$ cat src/rtl/awbd_pkg.sv
// Shared constants and types for the alpha weighted box downsampler.
`default_nettype none
package awbd_pkg;

    localparam int PIX_W              = 8;
    localparam int ALPHA_W            = 14;
    localparam int COLOR_W            = 22;
    localparam int SUM_W              = ALPHA_W + 3 * COLOR_W;
    localparam int SCALE_CFG_W        = 4;
    localparam int WIDTH_CFG_W        = 9;
    localparam int DEF_MAX_DST_WIDTH  = 256;
    localparam int DEF_MAX_SCALE      = 8;
    localparam int SCALE_RESET        = 2;
    localparam int WIDTH_RESET        = 16;
    localparam int APB_ADDR_W         = 3;
    localparam int APB_DATA_W         = 32;
    localparam int DIV_CNT_W          = $clog2(COLOR_W + 1);

    localparam logic REG_SCALE = 1'b0;
    localparam logic REG_WIDTH = 1'b1;

    typedef struct packed {
        logic busy;
        logic done;
    } t_div_status;

endpackage
`default_nettype wire

$ cat src/rtl/awbd_div.sv
// Bit-serial restoring divider, one quotient bit per cycle.
`default_nettype none
module awbd_div (
    input  wire logic                          i_clk,
    input  wire logic                          i_rst_n,
    input  wire logic                          i_start,
    input  wire logic [awbd_pkg::COLOR_W-1:0]  i_dividend,
    input  wire logic [awbd_pkg::ALPHA_W-1:0]  i_divisor,
    output awbd_pkg::t_div_status              o_status,
    output logic      [awbd_pkg::PIX_W-1:0]    o_quotient
);
    import awbd_pkg::*;

    logic [COLOR_W-1:0]   r_quo;
    logic [ALPHA_W-1:0]   r_rem;
    logic [ALPHA_W-1:0]   r_div;
    logic [DIV_CNT_W-1:0] r_cnt;
    logic                 r_busy;
    logic                 r_done;
    logic [ALPHA_W:0]     shifted;
    logic [ALPHA_W:0]     trial;
    logic                 take;

    assign shifted = {r_rem, r_quo[COLOR_W-1]};
    assign trial   = shifted - {1'b0, r_div};
    assign take    = (shifted >= {1'b0, r_div});

    always_ff @(posedge i_clk) begin
        if (!i_rst_n) begin
            r_busy <= 1'b0;
            r_done <= 1'b0;
            r_cnt  <= '0;
        end else begin
            r_done <= 1'b0;
            if (i_start) begin
                r_busy <= 1'b1;
                r_cnt  <= DIV_CNT_W'(COLOR_W);
            end else if (r_busy) begin
                r_cnt <= r_cnt - 1'b1;
                if (r_cnt == DIV_CNT_W'(1)) begin
                    r_busy <= 1'b0;
                    r_done <= 1'b1;
                end
            end
        end
    end

    always_ff @(posedge i_clk) begin
        if (i_start) begin
            r_quo <= i_dividend;
            r_rem <= '0;
            r_div <= i_divisor;
        end else if (r_busy) begin
            r_rem <= take ? trial[ALPHA_W-1:0] : shifted[ALPHA_W-1:0];
            r_quo <= {r_quo[COLOR_W-2:0], take};
        end
    end

    assign o_status.busy = r_busy;
    assign o_status.done = r_done;
    assign o_quotient    = r_quo[PIX_W-1:0];

endmodule
`default_nettype wire

$ cat config.mk
export PLATFORM = sky130hd
export DESIGN_NAME = awbd_div
export DESIGN_NICKNAME = d
export VERILOG_FILES = /design/src/rtl/awbd_pkg.sv /design/src/rtl/awbd_div.sv
export SDC_FILE = /design/constraint.sdc
export NUM_CORES = 1
export LEC_CHECK = 0
export BUFFER_PORTS_ARGS = -buffer_cell sky130_fd_sc_hd__buf_4
export CAP_MARGIN = 20
export CORE_MARGIN = 4
export CORE_UTILIZATION = 45
export CTS_CLUSTER_DIAMETER = 80
export DETAILED_ROUTE_END_ITERATION = 16
export PLACE_DENSITY_LB_ADDON = 0.3
export SKIP_LAST_GASP = 1
export SYNTH_ARGS = -nofsm -noshare
export SYNTH_HDL_FRONTEND = slang
export SYNTH_SLANG_ARGS = --single-unit
$ cat constraint.sdc
create_clock -name i_clk -period 2.2 [get_ports i_clk]
set_input_delay 0.22 -clock i_clk [delete_from_list [all_inputs] [get_ports i_clk]]
set_output_delay 0.22 -clock i_clk [all_outputs]
set_load 0.02 [all_outputs]
==> impl_metrics.toml, run 1 <==
[run_status]
status = "finished, final reports clean"

[grt]
use_met1 = 0.1905
grt_max_degree = 23
track_usage = 0.1511
met2_usage = 0.2422
antenna_found_initial = 0
grt_overflow = 0
grt_pass1_wl_mm = 10.05
first_global_vias = 2178
grt_use_met3 = 0.04512
busiest_layer = "met2"

[power_and_ir_drop]
swShare = 0.2913
leakage_nw = 1.673
seqPwrFrac = 0.421
pwr-share-clk = 0.322
power_density_mw_per_mm2 = 770.5
p_comb_frac = 0.257
ir_worst_vdd_mv = 0.3566
p_switching_uw = 903.4
internal_power_mw = 2.198

[synth]
synth_edf_count = 36
synth_top_family_by_area = "compound AO/OA/AOI/OAI gates"
synth_area_leaders = "edfxtp_1 34%, dfxtp_1 13%, mux2_2 7.9%"
synthCells = 270
ys_seq_elements = 57
yosysTopAreaCell = "edfxtp_1"
avgSynthCellArea_um2 = 11.66
synthFlopType = "edfxtp_1"
syn_nets = 327
mappedNetlistArea_mm2 = 0.003149
synth_fa_ha_area_frac = 0.07390
synthSimpleGateAreaFrac = 0.08780
async_flop_share = 0
muxShareOfSynthArea = 0.1041
ys_seq_area_frac = 0.4768
synthDistinctLibCells = 54
synth_top_area_frac = 0.3433
synth_xor_area_frac = 0.04172
yosys_warnings = 0
synth_compound_area_frac = 0.1434

[die]
die_h_um = 91.66
pin_count = 49
initial_core_util = 0.4635
die-area_mm2 = 0.008401
rows = 30
fp.dieW_um = 91.66
core-area_mm2 = 0.006794

[detailed_routing]
wl_per_cell_um = 13.69
ant_nets = 0
drt_pass1_iterations = 4
wl_mm = 5.929
drc = 0
initialDrtViolationCount = 99
dr_total_vias = 2159
via_per_inst = 4.986

[sta]
max_freq_ghz = 0.4561
hold_violations = 0
fin_worst_skew_ps = 11.54
fin_crit_sh = 0.9967
tightest_slew_ps = 448.5
finalSetupViolations = 0
rsz0062_at_grt = "true"
slew_violations = 0
relSlewSlack = 0.7006
finalWorstSetupSlack_ps = 7.292
min_period_ps = 2193

[cts]
htree_levels = 3
clk_pin_slew_ps = 70
clk_latency_ps = 350
hold_buffers = 0
cts_root_buffer = "clkbuf_8"
cts_tree = "built"
cts_buffers = 9
numClockSinks = 57
cts_max_path_buffers = 2

[finish]
fillers = 547
num_antenna_cells = 0
final_common_cell = "buf_4"
syn2layout_area_growth_pct = 27.81
post-route-util = 0.5924
layout-drive-gt1-share = 0.4332
fin_nets = 389
seq_area_mm2 = 0.001503
multi_input_area_mm2 = 0.001564
layout.cells.most_common_list = "71 x buf_4, 36 x edfxtp_1, 21 x mux2_2"

[worst_setup_path]
worstPathArrival_ps = 2450
cpPeakStageDelay_ps = 380
path_cells = "inv_2 -> ha_4 -> nor2b_4 -> o2111ai_4 -> nand3b_4 -> a211oi_4 -> o21bai_4 -> buf_12 -> mux2i_1 -> a211oi_1"
slowest_stage = "edfxtp_1"
crit_type = "reg2reg"
critPathRequiredTime_ps = 2450
crit_fanout = 7
end_kind = "flop"
critPathLaunchType = "flop"

[place]
dp.final_hpwl_mm = 4.251
gp_congestion = 0.8449
numPortBuffers = 48
dp_slack_ps = -128.4

[worst_hold_path]
min_path_type = "in2reg"

[flow_run]
cap_violations = 0
## final timing paths
path | start | endpoint | depth (start not counted) | slack (ps)
worst max-delay path | r_div[1]$_DFFE_PP_ | r_rem[5]$_SDFFE_PP0P_ | 10 | 7
worst min-delay path | i_divisor[13] | r_div[13]$_DFFE_PP_ | 1 | 50
worst max register to register | r_div[1]$_DFFE_PP_ | r_rem[5]$_SDFFE_PP0P_ | 10 | 7
worst min register to register | r_rem[6]$_SDFFE_PP0P_ | r_rem[6]$_SDFFE_PP0P_ | 2 | 520
## cell usage after synthesis (all sizes together) (2+ instances only)
cell	count
edfxtp	36
inv	22
mux2	22
dfxtp	21
nor2	18
buf	17
ha	17
a211oi	11
a21oi	10
nand2	10
mux2i	8
xnor2	8
xor2	7
nand3	6
o21ai	6
a21o	4
clkbuf	4
nor3	4
a21boi	3
a31o	3
a31oi	3
o211ai	3
o21bai	3
a211o	2
a311o	2
and3	2
nor2b	2
nor4	2
o31ai	2
## repair_timing
| action | 4_1_cts | 5_1_grt |
|---|---|---|
| endpoints found under the setup margin | 8 | 13 |
| pin swaps | 10 | 12 |
| setup buffers | 0 | 2 |
| resized for setup | 10 | 10 |
## layout make-up
type / count / share of cell area
flip-flops and latches: 57 / 0.3733
clock buffers: 9 / 0.03077
clock inverters: 7 / 0.01958
multi-input cells: 170 / 0.3886
well taps: 96 / 0.02984
repair buffers: 72 / 0.1374
inverters: 22 / 0.02052
## kinds of logic (layout without fill, tap and decap cells)
logic type      count (synthesis)  in the layout
flops                          57             57
compound gates                 55             55
simple gates                   52             52
buf+inv                        43            110
mux                            30             30
fa+ha+maj                      18             18
xor+xnor                       15             15
## per-layer routing
layer / up-vias / part of all wire / routed length [µm]
li1: 1104 / - / -
met1: 1013 / 0.46 / 2701
met2: 33 / 0.49 / 2907
met3: 9 / 0.038 / 225
met4: 0 / 0.016 / 94
met5: - / 0 / 0
## power groups by stage
| stage | Sequential [mW] | Combinational, mW | Clock [mW] |
|---|---|---|---|
| 2_1_floorplan | 1.31 | 0.548 | 0 |
| 3_3_place_gp | 1.32 | 0.737 | 0 |
| 3_5_place_dp | 1.33 | 0.748 | 0 |
| 4_1_cts | 1.31 | 0.768 | 1.03 |
| 5_1_grt | 1.32 | 0.878 | 1.07 |
| 6_report | 1.30 | 0.798 | 0.999 |
## registers in the layout, indices dropped and copies added, names as in the netlist
signal,cells
r_done,1
r_cnt,5
r_rem,14
r_quo,22
r_div,14
r_busy,1
## stage by stage
step                TNS, ps  power, mW  std cells  hold WS, ps  instance area [µm²]
finish                    0      3.101        433        50.11                 4025
global route          -1199      3.266        433        29.68                 4025
CTS                  -8.958      3.101        431        34.79                 3951
detailed placement   -156.3      2.075        415        399.5                 3719
global placement     -34.87      2.060        415        397.8                 3719
floorplan            -99.63      1.859        270        318.9                 3206
## worst max-delay path: cells and delay by family, from the launching register on
family	cells	cell delay (ps)
AO/OA/AOI/OAI	4	890
adder cells (fa/ha/maj)	1	200
buffers and inverters	2	250
flip-flops	1	380
multiplexers	1	110
AND/OR/NAND/NOR	2	250
Power figures use the tool's default switching activity.
==> run 2, diff against run 1 <==
--- a/config.mk
+++ b/config.mk
@@ -5,10 +5,13 @@
 export SDC_FILE = /design/constraint.sdc
 export NUM_CORES = 1
 export LEC_CHECK = 0
+export ABC_AREA = 1
 export BUFFER_PORTS_ARGS = -buffer_cell sky130_fd_sc_hd__buf_4
 export CAP_MARGIN = 20
+export CELL_PAD_IN_SITES_DETAIL_PLACEMENT = 0
+export CELL_PAD_IN_SITES_GLOBAL_PLACEMENT = 1
 export CORE_MARGIN = 4
-export CORE_UTILIZATION = 45
+export CORE_UTILIZATION = 38
 export CTS_CLUSTER_DIAMETER = 80
 export DETAILED_ROUTE_END_ITERATION = 16
 export PLACE_DENSITY_LB_ADDON = 0.3
==> run 2 against run 1 <==
Synthesized area up 5.5%. Global-route usage grew 0.26 points. Cell area is 1.1% lower. Non-clock buffer count fell by 20. Die area up 23%. Critical path depth down 2. Largest cell class unchanged. Clock-buffer cell count increased by 2. Utilization shrank 12 points. Maximum frequency is 7.9% higher.
==> impl_metrics.toml, run 2 <==
[run_status]
status = "finished, final reports clean"

[detailed_routing]
dr_wl_met2_mm = 3.471
dr_total_vias = 2719
top_layer = "met4"
initialDrtViolationCount = 135
drt_pass1_iterations = 4
drc = 0
met3_length_um = 391
wl_per_cell_um = 13.02
ant_nets = 0
wl_met1_mm = 3.570
via_per_inst = 4.704
wl_mm = 7.527

[power_and_ir_drop]
power_density_mw_per_mm2 = 690.7
ir_worst_vdd_mv = 0.3646
leakage_nw = 1.978

[worst_setup_path]
critPathRequiredTime_ps = 2300
end_kind = "flop"
path_cells = "inv_1 -> ha_1 -> a21oi_1 -> nand2_1 -> a21oi_4 -> nand3_4 -> nand2_1 -> nand2_1"
critPathLaunchType = "flop"
crit_top_cell = "nand2_1"
path_buf_inv = 1
worstPathArrival_ps = 2130
cpPeakStageDelay_ps = 360
crit_type = "reg2reg"
crit_fanout = 13
slowest_stage = "edfxtp_1"
critPathTopFamily = "simple AND/OR/NAND/NOR gates"

[finish]
fillers = 844
top_register = "r_quo"
layout-drive-gt1-share = 0.1818
reg.largest.list = "r_quo (22), r_div (14), r_rem (14)"
post-route-util = 0.4772
largest_reg_flops = 22
final_cells = 578
num_antenna_cells = 0
fin_nets = 525
layout.cells.most_common_list = "159 x nand2_1, 56 x inv_1, 52 x buf_4"
syn2layout_area_growth_pct = 19.77
final_common_cell = "nand2_1"

[synth]
ys_seq_area_frac = 0.4518
synthCells = 422
ys_seq_elements = 57
synth_edf_count = 36
synthDistinctLibCells = 38
async_flop_share = 0
yosysTopAreaCell = "edfxtp_1"
avgSynthCellArea_um2 = 7.875
synth_top_area_frac = 0.3253
synthFlopType = "edfxtp_1"
synth_commonest_cells = "159 x nand2_1, 56 x inv_1, 36 x edfxtp_1"
synth.most_common_cell = "nand2_1"
syn_nets = 479
yosys_warnings = 0
synth_area_leaders = "edfxtp_1 33%, nand2_1 18%, dfxtp_1 13%"
mappedNetlistArea_mm2 = 0.003323

[flow_run]
cap_violations = 0

[cts]
htree_levels = 3
cts_max_path_buffers = 2
numClockSinks = 57
cts_buffers = 9
clk_latency_ps = 340
clk_pin_slew_ps = 70
cts_root_buffer = "clkbuf_8"
hold_buffers = 0
cts_tree = "built"

[place]
place_inst = 561
gp_congestion = 0.8338
dp.final_hpwl_mm = 5.415
numPortBuffers = 48

[sta]
fin_crit_sh = 0.9236
tightest_slew_ps = 745.3
finalSetupTns_ps = 0
min_period_ps = 2032
finalSetupViolations = 0
relSlewSlack = 0.5026
max_freq_ghz = 0.4922
rsz0062_at_grt = "false"
fin_worst_skew_ps = 13.25
hold_violations = 0
slew_violations = 0

[die]
die_h_um = 101.5
die-area_mm2 = 0.01031
fp.dieW_um = 101.5
core-area_mm2 = 0.008341
pin_count = 49
initial_core_util = 0.3984
rows = 33

[grt]
antenna_found_initial = 0
first_global_vias = 2632
grt_max_degree = 35
grt_pass1_wl_mm = 12.28
track_usage = 0.1537
grt_overflow = 0

[worst_hold_path]
min_path_type = "in2reg"
==> run 2: cell types whose count changed in the layout (fill, tap and decap cells not counted), sizes merged, moves of 8 or more <==
cell,delta
a211oi,-11
buf,-20
inv,+32
mux2,-22
mux2i,-8
nand2,+154
nand3,+20
nand4,+9
nor2,+18
==> run 2: repair_timing <==
item	4_1_cts	5_1_grt
setup endpoints to repair	0	10
gates resized for setup	0	3
setup buffers	0	0
==> run 2: cells by family (layout without fill, tap and decap cells) <==
family,Yosys count,in the layout,share of synthesized area
AND/OR/NAND/NOR,242,243,0.3144
buffers and inverters,75,125,0.1005
flip-flops,57,57,0.4518
AO/OA/AOI/OAI,23,23,0.04480
adder cells (fa/ha/maj),18,18,0.07003
XOR/XNOR,7,7,0.01845
==> run 2: worst paths after layout <==
path                            slack [ps]             startpoint                     to  depth (start not counted)
worst min register to register         480  r_cnt[4]$_SDFFE_PN0P_  r_cnt[4]$_SDFFE_PN0P_                          2
worst max-delay path                   170    r_div[10]$_DFFE_PP_     r_quo[0]$_DFFE_PP_                          8
worst min-delay path                    60           i_divisor[2]     r_div[2]$_DFFE_PP_                          1
worst max register to register         170    r_div[10]$_DFFE_PP_     r_quo[0]$_DFFE_PP_                          8
==> run 2: final cells by class <==
class | instances | area, µm² | area share
Clock inverter | 5 | 77.57 | 0.01949
Multi-Input combinational cell | 291 | 1514 | 0.3804
Sequential cell | 57 | 1501 | 0.3772
Timing Repair Buffer | 52 | 390.4 | 0.09808
Clock buffer | 11 | 151.4 | 0.03804
Inverter | 57 | 214.0 | 0.05376
Tap cell | 105 | 131.4 | 0.03301
==> run 2: through the flow <==
step	power [mW]	setup slack, ps	cell area [µm²]	hold slack, ps
after floorplan	1.511	393.4	3323	318.9
after global placement	1.636	136.0	3725	398.7
after detailed placement	1.639	108.0	3725	399.5
after CTS	2.774	107.3	3954	41.47
after global routing	2.868	4.713	3980	34.48
final	2.749	168.2	3980	55.77
==> run 2: routing by layer <==
layer / up-vias / GRT usage
met1: 1225 / 0.1946
met3: 8 / 0.04545
met5: - / 0
li1: 1427 / -
met4: 0 / 0.04908
met2: 59 / 0.2525
==> run 2: power by group <==
part / leakage [nW] / internal (mW) / switching (mW)
Combinational: 1.33 / 0.149 / 0.211
Sequential: 0.534 / 1.22 / 0.0308
Clock: 0.115 / 0.695 / 0.440
Total: 1.98 / 2.07 / 0.682
